===== config.mk =====
export PLATFORM = sky130hd
export DESIGN_NAME = multi_pattern_replace_top
export DESIGN_NICKNAME = d
export VERILOG_FILES = /design/src/rtl/mpr_pkg.sv /design/src/rtl/mpr_cfg.sv /design/src/rtl/mpr_cmd_fifo.sv /design/src/rtl/mpr_front.sv /design/src/rtl/mpr_back.sv /design/src/rtl/multi_pattern_replace_top.sv
export SDC_FILE = /design/constraint.sdc
export NUM_CORES = 1
export LEC_CHECK = 0
export BUFFER_PORTS_ARGS = -buffer_cell sky130_fd_sc_hd__buf_2
export CAP_MARGIN = 20
export CELL_PAD_IN_SITES_DETAIL_PLACEMENT = 1
export CELL_PAD_IN_SITES_GLOBAL_PLACEMENT = 1
export CORE_MARGIN = 4
export CORE_UTILIZATION = 35
export DETAILED_ROUTE_END_ITERATION = 7
export PLACE_DENSITY = 0.64
export SETUP_SLACK_MARGIN = 0.5
export SYNTH_ARGS = -nofsm -noshare
export SYNTH_HDL_FRONTEND = slang
export SYNTH_HIERARCHICAL = 1
export SYNTH_SLANG_ARGS = --single-unit

===== constraint.sdc =====
create_clock -name clk_i -period 26 [get_ports clk_i]
set_input_delay 5.2 -clock clk_i [delete_from_list [all_inputs] [get_ports clk_i]]
set_output_delay 5.2 -clock clk_i [all_outputs]
set_load 0.005 [all_outputs]

===== src/rtl/mpr_pkg.sv =====
// Shared types and constants for the multi-pattern find-and-replace block.
`default_nettype none
package mpr_pkg;

  localparam int unsigned BYTE_W    = 8;
  localparam int unsigned SLOT_W    = 59;
  localparam int unsigned LEN_LSB   = 56;
  localparam int unsigned LEN_W     = 3;
  localparam int unsigned MAX_SLOTS = 4;
  localparam int unsigned SLOT_IDX_W = 2;
  localparam int unsigned CFG_IDX_W = 3;

  localparam int unsigned CMD_FIFO_DEPTH = 4;

  localparam logic [CFG_IDX_W-1:0] REG_SEARCH0  = 3'd0;
  localparam logic [CFG_IDX_W-1:0] REG_REPLACE0 = 3'd4;

  typedef logic [SLOT_W-1:0] slot_reg_t;

  typedef struct packed {
    logic                  is_copy;
    logic [BYTE_W-1:0]     data;
    logic [SLOT_IDX_W-1:0] slot;
    logic                  run_last;
    logic                  stream_end;
  } cmd_t;

endpackage
`default_nettype wire


===== src/rtl/mpr_cfg.sv =====
// Register file holding the search patterns and their replacements.
`default_nettype none
module mpr_cfg
  import mpr_pkg::*;
#(
  parameter int unsigned PATTERN_SLOTS = 4
) (
  input  wire logic                 clk_i,
  input  wire logic                 rst_ni,
  input  wire logic                 cfg_valid_i,
  output logic                      cfg_ready_o,
  input  wire logic [CFG_IDX_W-1:0] cfg_index_i,
  input  wire logic [SLOT_W-1:0]    cfg_data_i,
  output slot_reg_t                 search_o  [PATTERN_SLOTS],
  output slot_reg_t                 replace_o [PATTERN_SLOTS]
);

  slot_reg_t search_q  [PATTERN_SLOTS];
  slot_reg_t replace_q [PATTERN_SLOTS];

  assign cfg_ready_o = 1'b1;

  always_ff @(posedge clk_i or negedge rst_ni) begin
    if (!rst_ni) begin
      for (int s = 0; s < PATTERN_SLOTS; s++) begin
        search_q[s]  <= '0;
        replace_q[s] <= '0;
      end
    end else if (cfg_valid_i) begin
      for (int s = 0; s < PATTERN_SLOTS; s++) begin
        if (cfg_index_i == REG_SEARCH0 + CFG_IDX_W'(s)) begin
          search_q[s] <= cfg_data_i;
        end
        if (cfg_index_i == REG_REPLACE0 + CFG_IDX_W'(s)) begin
          replace_q[s] <= cfg_data_i;
        end
      end
    end
  end

  assign search_o  = search_q;
  assign replace_o = replace_q;

endmodule
`default_nettype wire


===== src/rtl/mpr_cmd_fifo.sv =====
// Short command queue between the window front end and the output back end.
`default_nettype none
module mpr_cmd_fifo
  import mpr_pkg::*;
#(
  parameter int unsigned DEPTH = 4
) (
  input  wire logic clk_i,
  input  wire logic rst_ni,
  input  wire logic push_i,
  input  wire cmd_t push_cmd_i,
  input  wire logic pop_i,
  output cmd_t      head_o,
  output logic      empty_o,
  output logic      full_o
);

  localparam int unsigned PTR_W = (DEPTH > 1) ? $clog2(DEPTH) : 1;
  localparam int unsigned CNT_W = $clog2(DEPTH + 1);

  cmd_t             mem_q [DEPTH];
  logic [PTR_W-1:0] wr_ptr_q, wr_ptr_d;
  logic [PTR_W-1:0] rd_ptr_q, rd_ptr_d;
  logic [CNT_W-1:0] count_q, count_d;

  assign empty_o = (count_q == '0);
  assign full_o  = (count_q == CNT_W'(DEPTH));
  assign head_o  = mem_q[rd_ptr_q];

  always_comb begin
    wr_ptr_d = wr_ptr_q;
    rd_ptr_d = rd_ptr_q;
    count_d  = count_q;
    if (push_i) begin
      wr_ptr_d = (wr_ptr_q == PTR_W'(DEPTH - 1)) ? '0 : wr_ptr_q + PTR_W'(1);
    end
    if (pop_i) begin
      rd_ptr_d = (rd_ptr_q == PTR_W'(DEPTH - 1)) ? '0 : rd_ptr_q + PTR_W'(1);
    end
    if (push_i && !pop_i) begin
      count_d = count_q + CNT_W'(1);
    end else if (!push_i && pop_i) begin
      count_d = count_q - CNT_W'(1);
    end
  end

  always_ff @(posedge clk_i or negedge rst_ni) begin
    if (!rst_ni) begin
      wr_ptr_q <= '0;
      rd_ptr_q <= '0;
      count_q  <= '0;
    end else begin
      wr_ptr_q <= wr_ptr_d;
      rd_ptr_q <= rd_ptr_d;
      count_q  <= count_d;
    end
  end

  always_ff @(posedge clk_i) begin
    if (push_i) begin
      mem_q[wr_ptr_q] <= push_cmd_i;
    end
  end

  a_no_overflow: assert property (@(posedge clk_i) disable iff (!rst_ni)
    push_i |-> !full_o) else $error("Command queue written while full.");

  a_no_underflow: assert property (@(posedge clk_i) disable iff (!rst_ni)
    pop_i |-> !empty_o) else $error("Command queue read while empty.");

endmodule
`default_nettype wire


===== src/rtl/mpr_front.sv =====
// Lookahead window that matches patterns at its head and issues output commands.
`default_nettype none
module mpr_front
  import mpr_pkg::*;
#(
  parameter int unsigned PATTERN_SLOTS     = 4,
  parameter int unsigned MAX_PATTERN_BYTES = 7
) (
  input  wire logic              clk_i,
  input  wire logic              rst_ni,
  input  wire logic              in_valid_i,
  output logic                   in_stall_o,
  input  wire logic [BYTE_W-1:0] in_byte_i,
  input  wire logic              in_last_i,
  input  wire slot_reg_t         search_i  [PATTERN_SLOTS],
  input  wire slot_reg_t         replace_i [PATTERN_SLOTS],
  input  wire logic              fifo_full_i,
  output logic                   push_o,
  output cmd_t                   push_cmd_o
);

  localparam int unsigned WIN_W  = MAX_PATTERN_BYTES * BYTE_W;
  localparam int unsigned FILL_W = $clog2(MAX_PATTERN_BYTES + 1);

  logic [WIN_W-1:0]  win_q, win_d;
  logic [FILL_W-1:0] fill_q, fill_d;
  logic              flush_q, flush_d;
  logic              pend_valid_q, pend_valid_d;
  cmd_t              pend_q, pend_d;

  logic              in_acc;
  logic [WIN_W-1:0]  view_win;
  logic [LEN_W-1:0]  view_fill;
  logic              found;
  logic [LEN_W-1:0]  best_len;
  logic [SLOT_IDX_W-1:0] best_slot;
  logic [PATTERN_SLOTS-1:0] slot_hit;
  logic              emits;
  logic [LEN_W-1:0]  drop;
  logic [LEN_W-1:0]  rest_fill;
  logic [WIN_W-1:0]  shifted;
  cmd_t              new_cmd;

  assign in_stall_o = flush_q | fifo_full_i;
  assign in_acc     = in_valid_i & ~in_stall_o;

  assign view_win  = flush_q ? win_q
                             : (win_q | (WIN_W'(in_byte_i) << {fill_q, 3'b000}));
  assign view_fill = flush_q ? LEN_W'(fill_q) : LEN_W'(fill_q) + LEN_W'(1);

  always_comb begin
    logic [LEN_W-1:0] len;
    for (int s = 0; s < PATTERN_SLOTS; s++) begin
      len = search_i[s][LEN_LSB +: LEN_W];
      slot_hit[s] = (len != '0) && (len <= LEN_W'(MAX_PATTERN_BYTES)) && (len <= view_fill);
      for (int k = 0; k < MAX_PATTERN_BYTES; k++) begin
        if ((LEN_W'(k) < len) &&
            (view_win[k*BYTE_W +: BYTE_W] != search_i[s][k*BYTE_W +: BYTE_W])) begin
          slot_hit[s] = 1'b0;
        end
      end
    end
  end

  always_comb begin
    found     = 1'b0;
    best_len  = '0;
    best_slot = '0;
    for (int s = 0; s < PATTERN_SLOTS; s++) begin
      if (slot_hit[s] && (!found || (search_i[s][LEN_LSB +: LEN_W] < best_len))) begin
        found     = 1'b1;
        best_len  = search_i[s][LEN_LSB +: LEN_W];
        best_slot = SLOT_IDX_W'(s);
      end
    end
  end

  always_comb begin
    emits = 1'b1;
    if (found) begin
      for (int s = 0; s < PATTERN_SLOTS; s++) begin
        if (best_slot == SLOT_IDX_W'(s)) begin
          emits = (replace_i[s][LEN_LSB +: LEN_W] != '0);
        end
      end
    end
  end

  assign drop      = found ? best_len : LEN_W'(1);
  assign rest_fill = view_fill - drop;
  assign shifted   = view_win >> {drop, 3'b000};

  assign new_cmd.is_copy    = ~found;
  assign new_cmd.data       = view_win[BYTE_W-1:0];
  assign new_cmd.slot       = best_slot;
  assign new_cmd.run_last   = ~flush_q;
  assign new_cmd.stream_end = 1'b0;

  always_comb begin
    win_d        = win_q;
    fill_d       = fill_q;
    flush_d      = flush_q;
    pend_valid_d = pend_valid_q;
    pend_d       = pend_q;
    push_o       = 1'b0;
    push_cmd_o   = new_cmd;
    if (!flush_q) begin
      if (in_acc) begin
        if (in_last_i) begin
          win_d   = view_win;
          fill_d  = view_fill[FILL_W-1:0];
          flush_d = 1'b1;
        end else if (view_fill == LEN_W'(MAX_PATTERN_BYTES)) begin
          win_d  = shifted;
          fill_d = rest_fill[FILL_W-1:0];
          push_o = emits;
        end else begin
          win_d  = view_win;
          fill_d = view_fill[FILL_W-1:0];
        end
      end
    end else if (!fifo_full_i) begin
      if (fill_q != '0) begin
        win_d  = shifted;
        fill_d = rest_fill[FILL_W-1:0];
        if (emits) begin
          pend_d       = new_cmd;
          pend_valid_d = 1'b1;
          push_o       = pend_valid_q;
          push_cmd_o   = pend_q;
        end
      end else begin
        push_o                = pend_valid_q;
        push_cmd_o            = pend_q;
        push_cmd_o.run_last   = 1'b1;
        push_cmd_o.stream_end = 1'b1;
        pend_valid_d          = 1'b0;
        flush_d               = 1'b0;
      end
    end
  end

  always_ff @(posedge clk_i or negedge rst_ni) begin
    if (!rst_ni) begin
      win_q        <= '0;
      fill_q       <= '0;
      flush_q      <= 1'b0;
      pend_valid_q <= 1'b0;
    end else begin
      win_q        <= win_d;
      fill_q       <= fill_d;
      flush_q      <= flush_d;
      pend_valid_q <= pend_valid_d;
    end
  end

  always_ff @(posedge clk_i) begin
    pend_q <= pend_d;
  end

  a_fill_below_depth: assert property (@(posedge clk_i) disable iff (!rst_ni)
    !flush_q |-> (fill_q < FILL_W'(MAX_PATTERN_BYTES)))
    else $error("Window full outside of a flush.");

  a_pend_only_in_flush: assert property (@(posedge clk_i) disable iff (!rst_ni)
    pend_valid_q |-> flush_q) else $error("Held command outside of a flush.");

endmodule
`default_nettype wire


===== src/rtl/mpr_back.sv =====
// Expands queued commands into output bytes and drives the output register.
`default_nettype none
module mpr_back
  import mpr_pkg::*;
#(
  parameter int unsigned PATTERN_SLOTS = 4
) (
  input  wire logic         clk_i,
  input  wire logic         rst_ni,
  input  wire cmd_t         head_i,
  input  wire logic         empty_i,
  output logic              pop_o,
  input  wire slot_reg_t    replace_i [PATTERN_SLOTS],
  output logic              out_valid_o,
  input  wire logic         out_stall_i,
  output logic [BYTE_W-1:0] out_byte_o,
  output logic              run_last_o,
  output logic              stream_end_o
);

  logic [LEN_W-1:0]  idx_q, idx_d;
  logic              out_valid_q;
  logic [BYTE_W-1:0] out_byte_q;
  logic              run_last_q;
  logic              stream_end_q;

  slot_reg_t         rep_sel;
  logic [LEN_W-1:0]  rep_len;
  logic              emit;
  logic              done;
  logic [BYTE_W-1:0] emit_byte;

  always_comb begin
    rep_sel = '0;
    for (int s = 0; s < PATTERN_SLOTS; s++) begin
      if (head_i.slot == SLOT_IDX_W'(s)) begin
        rep_sel = replace_i[s];
      end
    end
  end

  assign rep_len   = rep_sel[LEN_LSB +: LEN_W];
  assign emit      = !empty_i && (!out_valid_q || !out_stall_i);
  assign done      = head_i.is_copy || (idx_q == rep_len - LEN_W'(1));
  assign emit_byte = head_i.is_copy ? head_i.data : rep_sel[{idx_q, 3'b000} +: BYTE_W];
  assign pop_o     = emit && done;

  always_comb begin
    idx_d = idx_q;
    if (pop_o) begin
      idx_d = '0;
    end else if (emit) begin
      idx_d = idx_q + LEN_W'(1);
    end
  end

  always_ff @(posedge clk_i or negedge rst_ni) begin
    if (!rst_ni) begin
      idx_q       <= '0;
      out_valid_q <= 1'b0;
    end else begin
      idx_q <= idx_d;
      if (emit) begin
        out_valid_q <= 1'b1;
      end else if (!out_stall_i) begin
        out_valid_q <= 1'b0;
      end
    end
  end

  always_ff @(posedge clk_i) begin
    if (emit) begin
      out_byte_q   <= emit_byte;
      run_last_q   <= head_i.run_last & done;
      stream_end_q <= head_i.stream_end & done;
    end
  end

  assign out_valid_o  = out_valid_q;
  assign out_byte_o   = out_byte_q;
  assign run_last_o   = run_last_q;
  assign stream_end_o = stream_end_q;

  a_end_is_run_last: assert property (@(posedge clk_i) disable iff (!rst_ni)
    (out_valid_q && stream_end_q) |-> run_last_q)
    else $error("Stream end flagged on a byte that does not close its run.");

endmodule
`default_nettype wire


===== src/rtl/multi_pattern_replace_top.sv =====
// Top level of the streaming multi-pattern find-and-replace block.
// Throughput: one input byte per cycle while the window slides and the command queue is not full;
// a replacement of r bytes expands from one command held in a four-entry command queue.
// A resolved window head passes through the command queue into the output register.
// A final byte is followed by a flush that resolves the remaining window heads, with no input taken.
// Reset clears the window, the queue, the output valid flag and all pattern registers.
`default_nettype none
module multi_pattern_replace_top
  import mpr_pkg::*;
#(
  parameter int unsigned PATTERN_SLOTS     = 4,
  parameter int unsigned MAX_PATTERN_BYTES = 7
) (
  input  wire logic                 clk_i,
  input  wire logic                 rst_ni,
  input  wire logic                 in_valid_i,
  output logic                      in_stall_o,
  input  wire logic [BYTE_W-1:0]    in_byte_i,
  input  wire logic                 in_last_i,
  output logic                      out_valid_o,
  input  wire logic                 out_stall_i,
  output logic [BYTE_W-1:0]         out_byte_o,
  output logic                      run_last_o,
  output logic                      stream_end_o,
  input  wire logic                 cfg_valid_i,
  output logic                      cfg_ready_o,
  input  wire logic [CFG_IDX_W-1:0] cfg_index_i,
  input  wire logic [SLOT_W-1:0]    cfg_data_i
);

  slot_reg_t search  [PATTERN_SLOTS];
  slot_reg_t replace [PATTERN_SLOTS];
  logic      push;
  cmd_t      push_cmd;
  logic      pop;
  cmd_t      head;
  logic      fifo_empty;
  logic      fifo_full;

  mpr_cfg #(
    .PATTERN_SLOTS(PATTERN_SLOTS)
  ) u_cfg (
    .clk_i      (clk_i),
    .rst_ni     (rst_ni),
    .cfg_valid_i(cfg_valid_i),
    .cfg_ready_o(cfg_ready_o),
    .cfg_index_i(cfg_index_i),
    .cfg_data_i (cfg_data_i),
    .search_o   (search),
    .replace_o  (replace)
  );

  mpr_front #(
    .PATTERN_SLOTS    (PATTERN_SLOTS),
    .MAX_PATTERN_BYTES(MAX_PATTERN_BYTES)
  ) u_front (
    .clk_i      (clk_i),
    .rst_ni     (rst_ni),
    .in_valid_i (in_valid_i),
    .in_stall_o (in_stall_o),
    .in_byte_i  (in_byte_i),
    .in_last_i  (in_last_i),
    .search_i   (search),
    .replace_i  (replace),
    .fifo_full_i(fifo_full),
    .push_o     (push),
    .push_cmd_o (push_cmd)
  );

  mpr_cmd_fifo #(
    .DEPTH(CMD_FIFO_DEPTH)
  ) u_fifo (
    .clk_i     (clk_i),
    .rst_ni    (rst_ni),
    .push_i    (push),
    .push_cmd_i(push_cmd),
    .pop_i     (pop),
    .head_o    (head),
    .empty_o   (fifo_empty),
    .full_o    (fifo_full)
  );

  mpr_back #(
    .PATTERN_SLOTS(PATTERN_SLOTS)
  ) u_back (
    .clk_i       (clk_i),
    .rst_ni      (rst_ni),
    .head_i      (head),
    .empty_i     (fifo_empty),
    .pop_o       (pop),
    .replace_i   (replace),
    .out_valid_o (out_valid_o),
    .out_stall_i (out_stall_i),
    .out_byte_o  (out_byte_o),
    .run_last_o  (run_last_o),
    .stream_end_o(stream_end_o)
  );

endmodule
`default_nettype wire

[Word level (Yosys, flattened, before mapping)]
Memories as Yosys holds them, arrays and structs flattened.
Index checks and enable logic that the tools add are counted.
Operators by class
  add/sub/neg operators: 8
  shift-type cells: 3
  muxes and demuxes: 92
  reduce and logical (&&, ||, !) cells: 83
  $lt $le $gt $ge: 39
  bitwise operators: 9
  equal/unequal tests: 50
Operator list (count)
  $mux W56: 7
  $mux W59: 4
  $ne A8 B8 Y1: 28
  $shiftx A59 B7 Y8: 1
  $mux W1: 56
  $or A56 B56 Y56: 1
  $shl A8 B6 Y56: 1
  $shr A56 B6 Y56: 1
  $mux W13: 4
  $mux W3: 16
  $logic_and A1 B1 Y1: 43
  $lt A3 B3 Y1 const A: 12
  $reduce_bool A3 Y1: 9
  $lt A1 B3 Y1 const A: 8
  $lt A2 B3 Y1 const A: 8
  $eq A3 B3 Y1 const B: 6
  $reduce_and A2 Y1: 8
  $eq A2 B2 Y1 const B: 6
  $le A3 B3 Y1: 4
  $le A3 B3 Y1 const B: 4
  $add A3 B1 Y3 const B: 3
  $lt A3 B3 Y1: 3
  $logic_not A1 Y1: 8
  $mux W2: 4
  19 further kinds: 39
Word-level totals
  flip-flop bits (word level): 566
  input port bits: 76
  memories: 1
  memory bits (writable): 52
  word-level logic and storage cells: 309
  output and inout bits: 13
Memories
  u_fifo.mem_q: depth 4, bits a word 13, read ports 1, clocked after Yosys merged registers in 0, wr ports 1, line mpr_cmd_fifo.sv:21  | cmd_t mem_q [DEPTH];

[Depth between registers and ports, before layout]
Gate-level depths: netlist of run 1.
  depth after elaboration: 39
  gate-level depth with buffers: 48
  depth with buffers taken out: 46

[By module]
Netlist of run 1, hierarchy kept.
By module, submodules not included
  mpr_cfg: area each 17700.7 um2, cells an instance 1009, times used 1, sequential area each 11811.3 um2
  mpr_front: area each 10319.9 um2, cells an instance 1225, times used 1, sequential area each 1886.8 um2
  mpr_back: area each 2810.2 um2, cells an instance 262, times used 1, sequential area each 400.4 um2
  mpr_cmd_fifo: area each 2321.0 um2, cells an instance 105, times used 1, sequential area each 1736.7 um2

[Worst setup path before layout of run 1]
No wires, ideal clock.
  path type: input to register
  from: input port in_byte_i[1]
  to: register u_fifo.count_q[1]
  cell stages on the path: 41
  data required time: 25.875 ns
  arrival: 13.900 ns
  buffers on the path: 3
  slack: 11.976 ns
  library setup time: 0.125 ns
  path through: clkbuf_1 buf_1 a31oi_4 xnor2_1 nor4_1 a21oi_1 o41a_1 nor4b_2 nand2_1 ha_1 o21ai_0 nand2b_1 a21o_1 nand2_1 nor3_1 nand2_1 nand2_1 inv_1 (+5 left out) o21ai_0 a21oi_1 mux2_2 ha_1 o21ai_0 nor2b_1 a31oi_1 a21bo_1 a31o_1 or4_1 a21o_1 o21a_2 buf_6 a22o_1 ha_1 inv_1 fa_1 mux2_2
RTL lines
  from (decl): line multi_pattern_replace_top.sv:18  | input wire logic [BYTE_W-1:0] in_byte_i,
  $shl A8 B6 Y56 (*): line mpr_front.sv:48  | : (win_q | (WIN_W'(in_byte_i) << {fill_q, 3'b000}));
  $or A56 B56 Y56 (*): line mpr_front.sv:48
  $mux W56 (*): line mpr_front.sv:47  | assign view_win = flush_q ? win_q
  $ne A8 B8 Y1: line mpr_front.sv:58  | (view_win[k*BYTE_W +: BYTE_W] != search_i[s][k*BYTE_W +: BYTE_W])) begin
  $logic_and A1 B1 Y1: line mpr_front.sv:57  | if ((LEN_W'(k) < len) &&
  $mux W1 (7 in series): line mpr_front.sv:57
  $mux W3 or $mux W1 (tied branches): line mpr_front.sv:70  | if (slot_hit[s] && (!found || (search_i[s][LEN_LSB +: LEN_W] < best_len))) begin
  $lt A3 B3 Y1 or $logic_not A1 Y1 (tied branches): line mpr_front.sv:70
  (+17 left out)
  $mux W1 (on tied branches): line mpr_front.sv:113, mpr_front.sv:126
  $mux W1 (on tied branches): line mpr_front.sv:109, mpr_front.sv:123
  $mux W1 (on tied branches): line mpr_front.sv:108, mpr_front.sv:122
  $mux W1 (*): line mpr_front.sv:107  | if (!flush_q) begin
  named net push: line multi_pattern_replace_top.sv:33  | logic push;
  $logic_and A1 B1 Y1 (*): line mpr_cmd_fifo.sv:40  | if (push_i && !pop_i) begin
  $mux W3 (*): line mpr_cmd_fifo.sv:40
  named net u_fifo.count_d[1]: line mpr_cmd_fifo.sv:24  | logic [CNT_W-1:0] count_q, count_d;
  to (signal assigned): line mpr_cmd_fifo.sv:55  | count_q <= count_d;
  to (decl): line mpr_cmd_fifo.sv:24
Mark *: on every way through the listed nets, which the timed path passes. The rest lies on a longest branch.
A chain may end at the register's enable or synchronous reset.

[Final worst setup path of run 1]
  from: input port in_byte_i[0]
  to: register u_fifo.count_q[1]
Same word-level chain as after synthesis.

==> impl_metrics.tcl, run 1 <==
set metrics [dict create \
    status "complete, no violations" \
    grt_overflow_total 0 \
    synth_seq_cells 618 \
    cts_root_buffer "clkbuf_16" \
    stdcell_count 3980 \
    firstDrtPassIters 5 \
    synthCells 2601 \
    syn_area_um2 33200 \
    crit_buf_inv 4 \
    clk_pin_slew_worst_paths_ns 0.06 \
    finalCritPeriodShare_pct 59.3 \
    ir_drop_mv 0.0654 \
    cp-start-kind "primary input" \
    drv_cap 0 \
    ys_warn_count 6 \
    clock_latency_ns 0.64 \
    synth_seq_area_share_pct 47.8 \
    power_density_nw_per_um2 118 \
    min-delay-start "u_cfg/replace_o[134]" \
    core-area_um2 93600 \
    met1_usage_pct 29.4 \
    numPlacedInstances 3848 \
    min_path_type "reg -> reg" \
    grt_use_met2_pct 38.2 \
    slew_viol_final 0 \
    use_met3_pct 3.21 \
    fin_skew_ns 0.0253 \
    start_util_pct 35.4 \
    rsz0062_at_grt "no" \
    r2r_cells 40 \
    cts_sinks 618 \
    place.gp.congestion 0.903 \
    hold_buffers 0 \
    drt_wl_total_um 112000 \
    max_freq_ghz 0.0649 \
    row_count 112 \
    ant_nets 0 \
    syn_area_per_cell_um2 12.7 \
    p_switching_mw 1.73 \
    synth-edff-count 74 \
    endpoint_kind "register" \
    netlist-cell-type-count 105 \
    worstMarginPinSlew_ns 1.12 \
    avgViaCountPerCell 5.70 \
    top_usage_layer "met2" \
    track_usage_pct 22.4 \
    crit_end "u_fifo/count_q[1]" \
    r2r_setup_slack_ns 14.31 \
    reg2reg_from "u_front/flush_q" \
    internal_power_mw 2.66 \
    setup_tns_ns 0 \
    clkPwrFrac_pct 23.7 \
    layout.nets 2777 \
    grt_pass1_wl_um 167000 \
    final_layout_size_suffix_gt1_share_pct 32.3 \
    ctsLongestPathBuffers 3 \
    die_height_um 316 \
    drc 0 \
    die_area_um2 99700 \
    critical_path_depth 40 \
    ys.flop_type "dfrtp_1" \
    port_buffers 87 \
    critPathLaunch "in_byte_i[0]" \
    cts_tree "built" \
    setup_violations 0 \
    crit_fanout 13 \
    pwr-share-seq_pct 33.8 \
    cts_resized 0 \
    numCtsBuffers 71 \
    p_leak_nw 14.9 \
    syn2layout_area_growth_pct 12.2 \
    switching_share_pct 39.5 \
    arrival_ns 15.93 \
    required_ns 26.53 \
    die_x_um 316 \
    htree_levels 3 \
    critical-path-top-delay-family "compound AO/OA/AOI/OAI gates" \
    wl_per_cell_um 28.2 \
    post-route-min-period_ns 15.41 \
    cp_common_cell "nand2_1" \
    worstReg2RegEnd "u_fifo/count_q[1]" \
    hold_violations 0 \
    slew_headroom_pct 25.6 \
    cts_setup_buffers 0 \
    grt_max_degree 99 \
    dr_total_vias 22700 \
    p_comb_share_pct 42.4 \
    grt_pass1_vias 24600 \
    hpwl_um 79800 \
    ios 89 \
    slowest_delay_ns 0.65 \
    crit_type "in -> reg" \
    first_iter_violations 1556 \
    slowest_stage "nor4b_2" \
    synth_nets 2709 \
    synth-async-reset-ratio_pct 88.0 \
    antenna_found_initial 7 \
]
## cells in the mapped netlist (31+ instances only)
master / number / share of area [%]
a211oi_1: 33 / 0.75
a21oi_1: 90 / 1.4
buf_2: 64 / 0.97
clkbuf_1: 39 / 0.44
dfrtp_1: 544 / 41
edfxtp_1: 74 / 6.7
inv_1: 54 / 0.61
mux2_2: 462 / 16
mux2_4: 37 / 1.7
mux2i_1: 128 / 3.9
nand2_1: 104 / 1.2
nor2_1: 59 / 0.67
nor3_1: 33 / 0.50
nor4_1: 41 / 0.77
o21ai_0: 44 / 0.66
o22ai_1: 31 / 0.59
xnor2_1: 173 / 4.6
## through the flow
step	instance area (um2)	setup WS [ns]	hold slack (ns)	total power [mW]	utilization (%)
floorplan	33200	11.98	0.456	2.73	-
global placement	34700	10.25	0.476	3.26	37.0
detailed placement	34700	10.15	0.488	3.33	37.1
CTS	37100	10.79	0.502	4.40	39.7
global route	37200	9.83	0.511	4.61	39.7
finish	37200	10.59	0.498	4.39	39.7
## how the worst min path moves through the flow
stage / to / slack [ns] / cells past startpoint
6_report: u_cfg/replace_o[134] / 0.50 / 1
5_1_grt: u_cfg/replace_o[91] / 0.51 / 1
4_1_cts: u_cfg/replace_o[134] / 0.50 / 1
3_5_place_dp: u_cfg/replace_o[134] / 0.49 / 1
3_3_place_gp: u_cfg/replace_o[173] / 0.48 / 1
2_1_floorplan: u_fifo/count_q[2] / 0.46 / 1
## kinds of logic (layout without fill, tap and decap cells)
family          Yosys count  after routing  synth area share, %
buf+inv                 210            334                 3.61
mux                     686            686                 24.9
flops                   618            618                 47.8
xor+xnor                202            202                 5.36
other cells               1              2               0.0113
fa+ha+maj                32             32                 1.25
simple gates            405            405                 6.82
compound gates          447            447                 10.3
## cells in the final DEF (no fill, tap or decap), types with 12 or more instances in the layout
cell	n
a31oi_1	17
o31ai_1	21
nand3_1	21
nand2_1	104
nor3_1	33
nor2_1	58
o22ai_1	31
a211oi_1	32
mux4_1	22
nor2b_1	21
ha_1	30
inv_1	54
dfrtp_1	544
a21oi_2	28
buf_2	86
mux2_2	462
a22oi_1	29
mux2_1	16
buf_4	59
nand4_1	12
xnor2_1	173
o21a_1	15
nor4_1	41
mux2_4	37
a31o_2	13
clkbuf_16	71
nand3b_1	12
nand2b_1	18
and2_1	28
a21oi_1	90
clkbuf_1	13
xor2_1	28
o21ai_0	44
mux2i_1	128
edfxtp_1	74
mux4_2	19
## state kept, by name, indices dropped and copies added (netlist names), 2 cells and up
register / cells
u_front/pend_q: 12
u_back/idx_q: 3
u_front/win_q: 56
u_fifo/count_q: 3
u_fifo/mem_q: 52
u_cfg/search_o: 236
u_fifo/wr_ptr_q: 2
u_front/fill_q: 3
u_fifo/rd_ptr_q: 2
u_back/out_byte_o: 8
u_cfg/replace_o: 236
## power by group through the flow
stage,clock network [mW],logic (mW),registers [mW]
2_1_floorplan,0,1.32,1.41
3_3_place_gp,0,1.78,1.48
3_5_place_dp,0,1.84,1.50
4_1_cts,1.07,1.85,1.48
5_1_grt,1.11,2.00,1.51
6_report,1.04,1.86,1.48
## per-layer routing
metal	share of wire [%]	wire length, um	vias up
met2	49	55500	598
li1	-	-	9822
met4	3.0	3350	8
met1	43	47900	12100
met3	4.8	5370	162
met5	0.048	54	-
## final cells by class
type / instances / area [um2]
fill: 9907 / 56400
multi-input combinational: 1773 / 16200
sequential: 618 / 15800
clock buffer: 94 / 1960
tap: 1254 / 1570
timing repair buffer: 151 / 981
clock inverter: 35 / 459
inverter: 54 / 203
antenna: 1 / 2.50
(Power assumes the default switching activity.)
==> run 2, diff against run 1 <==
--- a/config.mk
+++ b/config.mk
@@ -12,7 +12,7 @@
 export CORE_MARGIN = 4
 export CORE_UTILIZATION = 35
 export DETAILED_ROUTE_END_ITERATION = 7
-export PLACE_DENSITY = 0.64
+export PLACE_DENSITY = 0.66
 export SETUP_SLACK_MARGIN = 0.5
 export SYNTH_ARGS = -nofsm -noshare
 export SYNTH_HDL_FRONTEND = slang
==> constraint.sdc (replaced) <==
create_clock -name clk_i -period 12.6 [get_ports clk_i]
set_input_delay 2.52 -clock clk_i [delete_from_list [all_inputs] [get_ports clk_i]]
set_output_delay 2.52 -clock clk_i [all_outputs]
set_load 0.005 [all_outputs]
==> run 2 against run 1 <==
Against the previous run: clock skew increased by 0.0092 ns; hold slack improved by 0.0010 ns; non-clock buffer count increased by 40; critical endpoint unchanged.
==> impl_metrics.tcl, run 2 (synthesis results as in run 1) <==
set metrics [dict create \
    drt-met1-wl_um 50000 \
    cp-start-kind "primary input" \
    core-area_um2 93600 \
    cts_sinks 618 \
    place.gp.congestion 0.941 \
    clock_latency_ns 0.65 \
    required_ns 13.13 \
    ctsLongestPathBuffers 3 \
    max_freq_ghz 0.0867 \
    track_usage_pct 22.8 \
    drt_wl_total_um 114000 \
    switching_share_pct 39.7 \
    p_comb_share_pct 43.1 \
    p_total_mw 9.09 \
    numCtsBuffers 70 \
    die_area_um2 99700 \
    critPathLaunch "in_byte_i[6]" \
    power_density_nw_per_um2 243 \
    setup_violations 0 \
    crit_type "in -> reg" \
    layout_common_cells "dfrtp_1, mux2_2, xnor2_1, mux2i_1, nand2_1" \
    top_layer "met5" \
    finalCritPeriodShare_pct 91.5 \
    clk_pin_slew_worst_paths_ns 0.06 \
    slew_viol_final 0 \
    crit_buf_inv 6 \
    p_switching_mw 3.61 \
    crit_fanout 9 \
    row_count 112 \
    worstReg2RegEnd "u_fifo/count_q[1]" \
    critical-path-top-delay-family "compound AO/OA/AOI/OAI gates" \
    wl_met2_um 55500 \
    cts_root_buffer "clkbuf_16" \
    cts_tree "built" \
    dr_total_vias 22800 \
    wl_met3_um 5390 \
    rsz0062_at_grt "no" \
    slowest_stage "o41a_1" \
    fillers 9898 \
    slew_headroom_pct 25.4 \
    internal_power_mw 5.48 \
    critical_path_depth 41 \
    endpoint_kind "register" \
    hpwl_um 82600 \
    wl_per_cell_um 28.5 \
    pwr-share-seq_pct 33.9 \
    htree_levels 3 \
    status "complete, no violations" \
    ios 89 \
    ir_drop_mv 0.135 \
    min_path_type "reg -> reg" \
    layout.nets 2816 \
    syn2layout_area_growth_pct 13.0 \
    r2r_setup_slack_ns 1.84 \
    final_common_cell "dfrtp_1" \
    die_x_um 316 \
    port_buffers 87 \
    grt_pass1_wl_um 169000 \
    r2r_cells 40 \
    hold_violations 0 \
    antenna_found_initial 8 \
    clkPwrFrac_pct 23.1 \
    firstDrtPassIters 7 \
    p_leak_nw 15.0 \
    post-route-min-period_ns 11.53 \
    worstMarginPinSlew_ns 1.11 \
    grt_max_degree 92 \
    first_iter_violations 1670 \
    fin_skew_ns 0.0345 \
    avgViaCountPerCell 5.67 \
    crit_end "u_fifo/count_q[1]" \
    grt_pass1_vias 24300 \
    final_layout_size_suffix_gt1_share_pct 33.3 \
    reg2reg_from "u_front/fill_q[1]" \
    arrival_ns 12.07 \
    die_height_um 316 \
    ant_nets 0 \
    start_util_pct 35.4 \
    slowest_delay_ns 0.58 \
    drc 0 \
    hold_ws_ns 0.499 \
    drv_cap 0 \
    grt_overflow_total 0 \
    setup_tns_ns 0 \
]
-- run 2: changes by cell type in the layout (fill, tap and decap cells not counted), sizes merged --
cell / previous run / this run
clkinvlp: 6 / 4
bufinv: 7 / 5
buf: 151 / 190
clkbuf: 94 / 95
diode: 1 / 4
clkinv: 18 / 22
inv: 58 / 57
-- run 2: layer usage --
layer	global-route usage, %	vias up
met5	0	-
met2	38.2	634
met1	30.5	12100
met4	7.60	8
met3	3.21	173
li1	-	9910
-- run 2: layout make-up --
cell class                 count  area (um2)  area share, %
multi-input combinational   1773       16200           43.2
tap                         1254        1570           4.19
antenna                        4        10.0         0.0267
inverter                      54         203          0.541
timing repair buffer         191        1280           3.41
clock inverter                34         410           1.10
sequential                   618       15800           42.3
clock buffer                  94        1950           5.21
-- run 2: repair_timing --
item	CTS	global route
gates resized for setup	0	2
hold buffers	0	0
endpoints found under the setup margin	0	1
buffers inserted	0	2
-- run 2: metrics by stage --
stage          area, um2  worst slack, ns  instances  utilization, %
3_3_place_gp       35000            0.570       3883            37.4
6_report           37400             1.07       4022            40.0
3_5_place_dp       35000            0.471       3885            37.4
2_1_floorplan      33200             1.26       2601               -
5_1_grt            37400            0.560       4018            40.0
4_1_cts            37300             1.17       4013            39.9
-- run 2: how the worst min path moves through the flow --
stage	end	from	cells past startpoint	slack, ns
2_1_floorplan	u_fifo/count_q[2]	u_fifo/count_q[2]	1	0.46
3_3_place_gp	u_cfg/replace_o[171]	u_cfg/replace_o[171]	1	0.48
3_5_place_dp	u_cfg/replace_o[85]	u_cfg/replace_o[85]	1	0.49
4_1_cts	u_fifo/count_q[2]	u_fifo/count_q[2]	1	0.50
5_1_grt	u_cfg/replace_o[187]	u_cfg/replace_o[187]	1	0.51
6_report	u_fifo/count_q[2]	u_fifo/count_q[2]	1	0.50
-- run 2: power by group through the flow --
stage                     clock network (mW)  logic (mW)  registers [mW]
after floorplan                            0        2.72            2.90
after global placement                     0        3.76            3.07
after detailed placement                   0        3.86            3.11
after CTS                               2.14        3.89            3.07
after global routing                    2.23        4.18            3.14
final                                   2.10        3.91            3.08
